[src/hw/rtl/mobm_pkg.sv]
// mobm_pkg: shared types and constants for the box overlap matcher.
// Used by mobm_table, mobm_overlap and max_overlap_box_matcher; no dependencies.

package mobm_pkg;

    // command codes carried in the func field
    localparam logic [1:0] FUNC_CLEAR  = 2'd0;
    localparam logic [1:0] FUNC_APPEND = 2'd1;
    localparam logic [1:0] FUNC_QUERY  = 2'd2;

    // fixed result field widths
    localparam int PIDX_W     = 16;
    localparam int CAND_IDX_W = 6;
    localparam int AREA_W     = 24;

    localparam logic [PIDX_W-1:0] PIDX_MAX = '1;
    localparam logic [AREA_W-1:0] AREA_MAX = '1;

    // marks a candidate moving down the scan pipeline
    typedef struct packed {
        logic valid;
        logic last;
    } t_tag;

endpackage

[src/hw/rtl/mobm_table.sv]
// mobm_table: candidate box memory, one write port, one registered read port.
// The scan tag and index travel with the read so they line up with the data.
// Depends on mobm_pkg.

module mobm_table #(
    parameter int DEPTH = 64,
    parameter int WIDTH = 48,
    parameter int IDX_W = 6
) (
    input  logic                 i_clk,
    input  logic                 i_rst_n,
    input  logic                 i_wr_en,
    input  logic [IDX_W-1:0]     i_wr_addr,
    input  logic [WIDTH-1:0]     i_wr_data,
    input  mobm_pkg::t_tag       i_rd_tag,
    input  logic [IDX_W-1:0]     i_rd_addr,
    output mobm_pkg::t_tag       o_rd_tag,
    output logic [IDX_W-1:0]     o_rd_idx,
    output logic [WIDTH-1:0]     o_rd_data
);

    logic [WIDTH-1:0] r_mem [DEPTH];
    logic [WIDTH-1:0] r_rd_data;
    logic [IDX_W-1:0] r_rd_idx;
    mobm_pkg::t_tag   r_rd_tag;

    always_ff @(posedge i_clk) begin
        if (i_wr_en) begin
            r_mem[i_wr_addr] <= i_wr_data;
        end
        if (i_rd_tag.valid) begin
            r_rd_data <= r_mem[i_rd_addr];
        end
        r_rd_idx <= i_rd_addr;
    end

    always_ff @(posedge i_clk) begin
        if (!i_rst_n) begin
            r_rd_tag <= '0;
        end else begin
            r_rd_tag <= i_rd_tag;
        end
    end

    assign o_rd_tag  = r_rd_tag;
    assign o_rd_idx  = r_rd_idx;
    assign o_rd_data = r_rd_data;

endmodule

[src/hw/rtl/mobm_overlap.sv]
// mobm_overlap: two-stage intersection area unit shared by every candidate.
// Stage 1 clips the edges to side lengths, stage 2 multiplies them.
// Depends on mobm_pkg.

module mobm_overlap #(
    parameter int COORD_BITS = 12,
    parameter int IDX_W      = 6
) (
    input  logic                    i_clk,
    input  logic                    i_rst_n,
    input  mobm_pkg::t_tag          i_tag,
    input  logic [IDX_W-1:0]        i_idx,
    input  logic [4*COORD_BITS-1:0] i_cand,   // {x, y, w, h}
    input  logic [4*COORD_BITS-1:0] i_det,    // {x, y, w, h}
    output mobm_pkg::t_tag          o_tag,
    output logic [IDX_W-1:0]        o_idx,
    output logic [2*COORD_BITS-1:0] o_area
);

    localparam int CB = COORD_BITS;

    logic [CB-1:0] cx, cy, cw, ch, dx, dy, dw, dh;
    logic [CB:0]   c_right, c_bottom, d_right, d_bottom;
    logic [CB:0]   left, top, right, bottom;
    logic [CB:0]   span_x, span_y;
    logic [CB-1:0] len_x, len_y;

    logic [CB-1:0]    r_len_x, r_len_y;
    logic [IDX_W-1:0] r_idx1, r_idx2;
    mobm_pkg::t_tag   r_tag1, r_tag2;
    logic [2*CB-1:0]  r_area;

    assign {cx, cy, cw, ch} = i_cand;
    assign {dx, dy, dw, dh} = i_det;

    always_comb begin
        c_right  = {1'b0, cx} + {1'b0, cw};
        c_bottom = {1'b0, cy} + {1'b0, ch};
        d_right  = {1'b0, dx} + {1'b0, dw};
        d_bottom = {1'b0, dy} + {1'b0, dh};
        left     = (cx > dx) ? {1'b0, cx} : {1'b0, dx};
        top      = (cy > dy) ? {1'b0, cy} : {1'b0, dy};
        right    = (c_right < d_right) ? c_right : d_right;
        bottom   = (c_bottom < d_bottom) ? c_bottom : d_bottom;
        span_x   = right - left;
        span_y   = bottom - top;
        // a clipped side never exceeds either box's own width, so it fits CB bits
        len_x    = (right > left) ? span_x[CB-1:0] : '0;
        len_y    = (bottom > top) ? span_y[CB-1:0] : '0;
    end

    always_ff @(posedge i_clk) begin
        r_len_x <= len_x;
        r_len_y <= len_y;
        r_idx1  <= i_idx;
        r_area  <= {{CB{1'b0}}, r_len_x} * {{CB{1'b0}}, r_len_y};
        r_idx2  <= r_idx1;
    end

    always_ff @(posedge i_clk) begin
        if (!i_rst_n) begin
            r_tag1 <= '0;
            r_tag2 <= '0;
        end else begin
            r_tag1 <= i_tag;
            r_tag2 <= r_tag1;
        end
    end

    assign o_tag  = r_tag2;
    assign o_idx  = r_idx2;
    assign o_area = r_area;

endmodule

[src/hw/rtl/max_overlap_box_matcher.sv]
// max_overlap_box_matcher: top level, command decode, scan sequencer, best tracking.
// Instantiates mobm_table and mobm_overlap; depends on mobm_pkg.
//
// Usage
//   Input channel (i_in_valid / o_in_ready) carries one command per transaction:
//   clear, append a candidate box, or query with a detection box. The output
//   channel (o_out_valid / i_out_ready) returns exactly one result transaction
//   per command, in order.
//   Clear and append go from acceptance straight to the done state; the result
//   passes through the pending result register into the output register.
//   A query walks the stored candidates through the single read port of the
//   candidate memory and the shared two-stage area unit, one candidate a cycle;
//   the result is loaded into the output register once the last candidate
//   has left the area unit. With an empty table a query goes straight to the
//   done state like clear and append. The next command is taken after the load.
//   Synchronous active-low reset empties the table and zeroes the person
//   counter; memory contents are not cleared and need no sweep.
//   A stalled receiver holds the result in the output register; the block
//   still accepts and works the next command, and only waits before handing
//   over a second result while the first is still held.

module max_overlap_box_matcher #(
    parameter int MAX_CANDIDATES = 64,
    parameter int COORD_BITS     = 12
) (
    input  logic                  i_clk,
    input  logic                  i_rst_n,
    input  logic                  i_in_valid,
    output logic                  o_in_ready,
    input  logic [1:0]            i_func,
    input  logic [COORD_BITS-1:0] i_box_x,
    input  logic [COORD_BITS-1:0] i_box_y,
    input  logic [COORD_BITS-1:0] i_box_width,
    input  logic [COORD_BITS-1:0] i_box_height,
    output logic                  o_out_valid,
    input  logic                  i_out_ready,
    output logic                  o_matched,
    output logic [15:0]           o_person_index,
    output logic [5:0]            o_candidate_index,
    output logic [23:0]           o_overlap_area,
    output logic                  o_dropped
);

    localparam int CB      = COORD_BITS;
    localparam int BOX_W   = 4 * CB;
    localparam int FULL_W  = 2 * CB;
    localparam int IDX_W   = (MAX_CANDIDATES > 1) ? $clog2(MAX_CANDIDATES) : 1;
    localparam int CNT_W   = $clog2(MAX_CANDIDATES + 1);
    localparam logic [CNT_W-1:0] CNT_MAX = CNT_W'(MAX_CANDIDATES);
    localparam logic [CNT_W-1:0] CNT_ONE = CNT_W'(1);

    localparam logic [1:0] S_IDLE  = 2'd0;
    localparam logic [1:0] S_SCAN  = 2'd1;
    localparam logic [1:0] S_DRAIN = 2'd2;
    localparam logic [1:0] S_DONE  = 2'd3;

    // sequencer and table state
    logic [1:0]                  r_state, n_state;
    logic [CNT_W-1:0]            r_count, n_count;
    logic [mobm_pkg::PIDX_W-1:0] r_pidx, n_pidx;
    logic [IDX_W-1:0]            r_rd_idx, n_rd_idx;
    logic [BOX_W-1:0]            r_det, n_det;

    // running best of the current query
    logic [FULL_W-1:0]           r_best, n_best;
    logic [IDX_W-1:0]            r_best_idx, n_best_idx;

    // pending result waiting for the output register
    logic                            r_res_matched, n_res_matched;
    logic [mobm_pkg::PIDX_W-1:0]     r_res_pidx, n_res_pidx;
    logic [mobm_pkg::CAND_IDX_W-1:0] r_res_cidx, n_res_cidx;
    logic [mobm_pkg::AREA_W-1:0]     r_res_area, n_res_area;
    logic                            r_res_dropped, n_res_dropped;

    // output register
    logic                            r_out_valid, n_out_valid;
    logic                            r_out_matched;
    logic [mobm_pkg::PIDX_W-1:0]     r_out_pidx;
    logic [mobm_pkg::CAND_IDX_W-1:0] r_out_cidx;
    logic [mobm_pkg::AREA_W-1:0]     r_out_area;
    logic                            r_out_dropped;
    logic                            out_load;

    logic             in_acc;
    logic             wr_en;
    mobm_pkg::t_tag   rd_tag;
    logic             rd_last;
    mobm_pkg::t_tag   tbl_tag;
    logic [IDX_W-1:0] tbl_idx;
    logic [BOX_W-1:0] tbl_data;
    mobm_pkg::t_tag   ov_tag;
    logic [IDX_W-1:0] ov_idx;
    logic [FULL_W-1:0] ov_area;
    logic [BOX_W-1:0] in_box;

    assign in_box     = {i_box_x, i_box_y, i_box_width, i_box_height};
    assign o_in_ready = (r_state == S_IDLE);
    assign in_acc     = i_in_valid && o_in_ready;
    assign wr_en      = in_acc && (i_func == mobm_pkg::FUNC_APPEND) && (r_count < CNT_MAX);

    // issue one read a cycle while scanning; last marks the final stored entry
    assign rd_last      = (CNT_W'(r_rd_idx) == (r_count - CNT_ONE));
    assign rd_tag.valid = (r_state == S_SCAN);
    assign rd_tag.last  = rd_last;

    mobm_table #(
        .DEPTH (MAX_CANDIDATES),
        .WIDTH (BOX_W),
        .IDX_W (IDX_W)
    ) u_table (
        .i_clk     (i_clk),
        .i_rst_n   (i_rst_n),
        .i_wr_en   (wr_en),
        .i_wr_addr (r_count[IDX_W-1:0]),
        .i_wr_data (in_box),
        .i_rd_tag  (rd_tag),
        .i_rd_addr (r_rd_idx),
        .o_rd_tag  (tbl_tag),
        .o_rd_idx  (tbl_idx),
        .o_rd_data (tbl_data)
    );

    mobm_overlap #(
        .COORD_BITS (COORD_BITS),
        .IDX_W      (IDX_W)
    ) u_overlap (
        .i_clk   (i_clk),
        .i_rst_n (i_rst_n),
        .i_tag   (tbl_tag),
        .i_idx   (tbl_idx),
        .i_cand  (tbl_data),
        .i_det   (r_det),
        .o_tag   (ov_tag),
        .o_idx   (ov_idx),
        .o_area  (ov_area)
    );

    // output register loads in the done state when empty or being emptied this cycle
    assign out_load = (r_state == S_DONE) && (!r_out_valid || i_out_ready);

    always_comb begin
        n_state       = r_state;
        n_count       = r_count;
        n_pidx        = r_pidx;
        n_rd_idx      = r_rd_idx;
        n_det         = r_det;
        n_best        = r_best;
        n_best_idx    = r_best_idx;
        n_res_matched = r_res_matched;
        n_res_pidx    = r_res_pidx;
        n_res_cidx    = r_res_cidx;
        n_res_area    = r_res_area;
        n_res_dropped = r_res_dropped;

        // strict greater keeps the earliest candidate on equal areas
        if (ov_tag.valid && (ov_area > r_best)) begin
            n_best     = ov_area;
            n_best_idx = ov_idx;
        end

        unique case (r_state)
            S_IDLE: begin
                if (in_acc) begin
                    n_res_matched = 1'b0;
                    n_res_pidx    = '0;
                    n_res_cidx    = '0;
                    n_res_area    = '0;
                    n_res_dropped = 1'b0;
                    n_rd_idx      = '0;
                    n_best        = '0;
                    n_best_idx    = '0;
                    n_det         = in_box;
                    n_state       = S_DONE;
                    unique case (i_func)
                        mobm_pkg::FUNC_CLEAR: begin
                            n_count = '0;
                            n_pidx  = '0;
                        end
                        mobm_pkg::FUNC_APPEND: begin
                            if (r_count < CNT_MAX) begin
                                n_count = r_count + CNT_ONE;
                            end else begin
                                n_res_dropped = 1'b1;
                            end
                        end
                        mobm_pkg::FUNC_QUERY: begin
                            if (r_count != '0) begin
                                n_state = S_SCAN;
                            end
                        end
                        default: begin
                            // unused command: no change to the table or person counter, all-zero result
                        end
                    endcase
                end
            end
            S_SCAN: begin
                if (rd_last) begin
                    n_state = S_DRAIN;
                end else begin
                    n_rd_idx = r_rd_idx + IDX_W'(1);
                end
            end
            S_DRAIN: begin
                if (ov_tag.valid && ov_tag.last) begin
                    n_state = S_DONE;
                    if (n_best != '0) begin
                        n_res_matched = 1'b1;
                        n_res_pidx    = r_pidx;
                        n_res_cidx    = mobm_pkg::CAND_IDX_W'(n_best_idx);
                        n_res_area    = (n_best > FULL_W'(mobm_pkg::AREA_MAX)) ?
                                        mobm_pkg::AREA_MAX : mobm_pkg::AREA_W'(n_best);
                        if (r_pidx != mobm_pkg::PIDX_MAX) begin
                            n_pidx = r_pidx + mobm_pkg::PIDX_W'(1);
                        end
                    end
                end
            end
            S_DONE: begin
                if (out_load) begin
                    n_state = S_IDLE;
                end
            end
            default: begin
                n_state = S_IDLE;
            end
        endcase
    end

    always_comb begin
        n_out_valid = r_out_valid;
        if (out_load) begin
            n_out_valid = 1'b1;
        end else if (i_out_ready) begin
            n_out_valid = 1'b0;
        end
    end

    always_ff @(posedge i_clk) begin
        if (!i_rst_n) begin
            r_state     <= S_IDLE;
            r_count     <= '0;
            r_pidx      <= '0;
            r_out_valid <= 1'b0;
        end else begin
            r_state     <= n_state;
            r_count     <= n_count;
            r_pidx      <= n_pidx;
            r_out_valid <= n_out_valid;
        end
    end

    always_ff @(posedge i_clk) begin
        r_rd_idx      <= n_rd_idx;
        r_det         <= n_det;
        r_best        <= n_best;
        r_best_idx    <= n_best_idx;
        r_res_matched <= n_res_matched;
        r_res_pidx    <= n_res_pidx;
        r_res_cidx    <= n_res_cidx;
        r_res_area    <= n_res_area;
        r_res_dropped <= n_res_dropped;
        if (out_load) begin
            r_out_matched <= r_res_matched;
            r_out_pidx    <= r_res_pidx;
            r_out_cidx    <= r_res_cidx;
            r_out_area    <= r_res_area;
            r_out_dropped <= r_res_dropped;
        end
    end

    assign o_out_valid       = r_out_valid;
    assign o_matched         = r_out_matched;
    assign o_person_index    = r_out_pidx;
    assign o_candidate_index = r_out_cidx;
    assign o_overlap_area    = r_out_area;
    assign o_dropped         = r_out_dropped;

endmodule
[config.mk]
export PLATFORM = sky130hd
export DESIGN_NAME = max_overlap_box_matcher
export DESIGN_NICKNAME = d
export VERILOG_FILES = /design/src/hw/rtl/mobm_pkg.sv /design/src/hw/rtl/mobm_table.sv /design/src/hw/rtl/mobm_overlap.sv /design/src/hw/rtl/max_overlap_box_matcher.sv
export SDC_FILE = /design/constraint.sdc
export NUM_CORES = 2
export LEC_CHECK = 0
export BUFFER_PORTS_ARGS = -buffer_cell sky130_fd_sc_hd__buf_2
export CAP_MARGIN = 10
export CORE_ASPECT_RATIO = 1.25
export CORE_UTILIZATION = 65
export CTS_CLUSTER_SIZE = 25
export DETAILED_ROUTE_END_ITERATION = 16
export GPL_TIMING_DRIVEN = 0
export PLACE_DENSITY = 0.81
export SLEW_MARGIN = 20
export SYNTH_ARGS = -nofsm -noshare
export SYNTH_HDL_FRONTEND = slang
export SYNTH_SLANG_ARGS = --single-unit
export TNS_END_PERCENT = 100
[constraint.sdc]
create_clock -name i_clk -period 15.4 [get_ports i_clk]
set_input_delay 2.31 -clock i_clk [delete_from_list [all_inputs] [get_ports i_clk]]
set_output_delay 2.31 -clock i_clk [all_outputs]
set_load 0.02 [all_outputs]
==> qor.csv <==
stage;metric;value;unit
run_status;status;finished, final reports clean;
worst_setup_path;WP buf/inv;4;
min_path;depth of the worst hold-timing path;0;
yosys;Post-synth EDFFs;3270;
clock_network;Clk Latency, worst-skew pair;0.93;ns
drt;DR WL met3;63.8;mm
power;P_leak;50.5;nW
timing;Slew Limit Fails;0;
drt;Initial DRC Count;14300;
min_path;Hold Crit Class;flip-flop to flip-flop;
yosys;Yosys cell types;69;
timing;final count of negative-setup-slack endpoints;0;
worst_setup_path;Required @ worst endpoint;16.14;ns
timing;worst hold slack;0.328;ns
timing;post-route clock skew;0.0699;ns
finish;NumNets Final;7397;
yosys;FF+latch count, synth;3398;
finish;area grow syn2layout;13.9;%
die;die area;213000;sq um
yosys;mapped cell area;137000;sq um
grt;vias in the first global route;78100;
finish;final core occ;74.4;%
yosys;post-synthesis sequential area ratio;73.6;%
worst_setup_path;CP endpoint kind;flip-flop;
power;total power;32.8;mW
die;core area;210000;sq um
drt;vias per std cell;7.73;
placement;routability congestion estimate;0.967;
worst_setup_path;Worst path max stage delay;0.74;ns
placement;placed instance count;9457;
die;# rows;188;
clock_network;clock-pin slew on the worst setup and hold paths;0.07;ns
drt;WL met1;129;mm
finish;commonest non-fill, non-tap cell in the layout;edfxtp_1;
yosys;Yosys Warn Count;0;
clock_network;CTS tree;built;
clock_network;clock buffer depth;4;
drt;average wire per standard cell;45.0;microns
die;initial core utilization;65.3;%
worst_setup_path;Crit Path Category;flip-flop to flip-flop;
drt;DR vias;77800;
clock_network;clock sinks;3398;
drt;met2 wire length;217;mm
grt;first-pass GRT wire length;616;mm
clock_network;H-tree depth;5;
yosys;Synth Area per Inst;21.4;sq um
timing;worst-margin pin slew;1.37;ns
die;Die Y;515;microns
clock_network;CTS buffer count;315;
worst_setup_path;RR Startpoint;u_table.o_rd_data[25];
worst_setup_path;R2R cell count;27;
worst_setup_path;Reg-to-Reg End;u_overlap.r_len_y[2];
finish;final non-filler cell total;10100;
grt;GRT Residual Overflow;0;
worst_setup_path;crit-path most repeated cell;ha_1;
min_path;Worst Hold Path EP;u_overlap.r_idx1[3];
grt;largest net degree at the start of global routing;66;
placement;count of buffers from port buffering;103;
worst_setup_path;CP max FO;10;
grt;initial antenna violation count;56;
placement;Place WS;8.12;ns
worst_setup_path;Crit-path slowest cell;nor3_1;
timing;Final WS setup;7.50;ns
finish;layout cell share with drive strength beyond 1;27.5;%
timing;Max-slew headroom;8.61;%
timing;period utilization;51.3;%
clock_network;hold buffer count at CTS;0;
drt;DRC errors left;0;
timing;Tmin final;7.90;ns
worst_setup_path;worst reg-to-reg setup slack;7.50;ns
yosys;syn_nets;6760;
drt;top routing layer in use;met5;
timing;unrepaired setup endpoints after global routing;no;
worst_setup_path;crit-path leading delay family;compound AO/OA/AOI/OAI gates;
worst_setup_path;CP startpoint kind;flip-flop;
clock_network;CTS root buffer;clkbuf_16;
flow_run;maxcap violations;0;
placement;DP Wirelength;270;mm
drt;drt first pass iters;7;
timing;Max Fclk;127;MHz
drt;ANT nets after route;0;
finish;most frequent cells in the layout;3270 x edfxtp_1, 1008 x mux4_2, 324 x clkbuf_16;
die;chip width;413;microns
power;PwrDens;210;nW/um^2
worst_setup_path;CP arrival;8.64;ns
clock_network;# resized after CTS;0;
power;Max VDD drop;0.260;mV
timing;Final Hold Fails;0;
yosys;top_reg_cell synth;edfxtp_1;
die;Ports;104;
grt;global-route usage over all layers;43.2;%
yosys;Post-Synthesis Cells;6387;
clock_network;Setup Buffers After CTS;0;
yosys;Async S/R FF share, synth;0;%
drt;wirelength, routed;454;mm
min_path;Min-Delay Startpoint;u_table.o_rd_idx[3];
-- cells in the mapped netlist (51+ instances only) --
| library cell | instances | area [sq um] |
|---|---|---|
| o21ai_0 | 65 | 325 |
| buf_2 | 72 | 360 |
| fa_1 | 106 | 2120 |
| nand2_1 | 166 | 623 |
| edfxtp_1 | 3270 | 98200 |
| nor2b_1 | 71 | 444 |
| and2_1 | 82 | 513 |
| inv_1 | 237 | 890 |
| ha_1 | 213 | 2670 |
| clkbuf_1 | 173 | 649 |
| mux4_2 | 1008 | 22700 |
| xnor2_1 | 51 | 447 |
| a21oi_1 | 85 | 425 |
| nor2_1 | 205 | 769 |
| dfxtp_1 | 128 | 2560 |
-- how the worst max path moves through the flow --
stage / startpoint / end / slack [ns] / depth (start not counted)
after floorplan: i_func[0] / u_table.r_mem[41][0] / 6.60 / 4
after global placement: i_func[0] / u_table.r_mem[41][7] / -1.24 / 5
after detailed placement: u_table.o_rd_data[25] / u_overlap.r_len_y[2] / 8.12 / 27
after CTS: u_table.o_rd_data[25] / u_overlap.r_len_y[2] / 7.88 / 27
after global routing: u_table.o_rd_data[25] / u_overlap.r_len_y[2] / 7.47 / 27
final: u_table.o_rd_data[25] / u_overlap.r_len_y[2] / 7.50 / 27
-- report_power, final --
group / switching, mW / leakage (nW) / total, mW / internal, mW
combinational: 8.57 / 15.2 / 14.0 / 5.45
sequential: 0.292 / 30.5 / 10.9 / 10.6
clock: 3.61 / 4.83 / 7.85 / 4.24
-- metal layers --
| layer | global-route usage (%) | vias up |
|---|---|---|
| met5 | 0.483 | - |
| met2 | 68.5 | 8743 |
| met4 | 32.8 | 42 |
| li1 | - | 27600 |
| met3 | 14.8 | 2539 |
| met1 | 48.3 | 38900 |
-- through the flow --
step / area, sq um / TNS (ns)
global placement: 141000 / -58.82
finish: 156000 / 0
CTS: 156000 / 0
floorplan: 137000 / 0
global route: 156000 / 0
detailed placement: 146000 / 0
-- logic make-up (layout without fill, tap and decap cells) --
logic type	count (synthesis)	after routing	synth area share (%)
xor+xnor	78	78	0.499
compound gates	321	321	1.54
flops	3398	3398	73.6
mux	1052	1052	16.9
other cells	0	55	0
buf+inv	530	1406	1.53
fa+ha+maj	320	320	3.50
simple gates	688	688	2.44
-- flip-flops by register name, indices dropped and copies added (netlist names), 2 cells and up --
signal / flops
u_table.r_mem: 3072
r_det: 48
u_table.o_rd_data: 48
o_overlap_area: 24
r_best: 24
r_res_area: 24
u_overlap.o_area: 24
o_person_index: 16
r_pidx: 16
r_res_pidx: 16
u_overlap.r_len_x: 12
u_overlap.r_len_y: 12
r_count: 7
o_candidate_index: 6
r_best_idx: 6
r_rd_idx: 6
r_res_cidx: 6
u_overlap.o_idx: 6
u_overlap.r_idx1: 6
u_table.o_rd_idx: 6
r_state: 2
u_overlap.o_tag: 2
u_overlap.r_tag1: 2
u_table.o_rd_tag: 2
-- worst reg2reg max path, delay by kind of cell (launching register included) --
kind,cells,cell delay (ns)
compound gates,17,4.33
xor+xnor,1,0.30
fa+ha+maj,3,0.99
buf+inv,4,0.73
flops,1,0.58
simple gates,2,0.83
-- layout make-up --
class / count / area [sq um]
Antenna cell: 55 / 138
Buffer: 293 / 1290
Clock buffer: 376 / 8310
Clock inverter: 180 / 1540
Fill cell: 10400 / 53600
Inverter: 237 / 890
Multi-Input combinational cell: 2459 / 34600
Sequential cell: 3398 / 101000
Tap cell: 2755 / 3450
Timing Repair Buffer: 320 / 4990
Note: power is estimated with default switching activity, not from simulation.
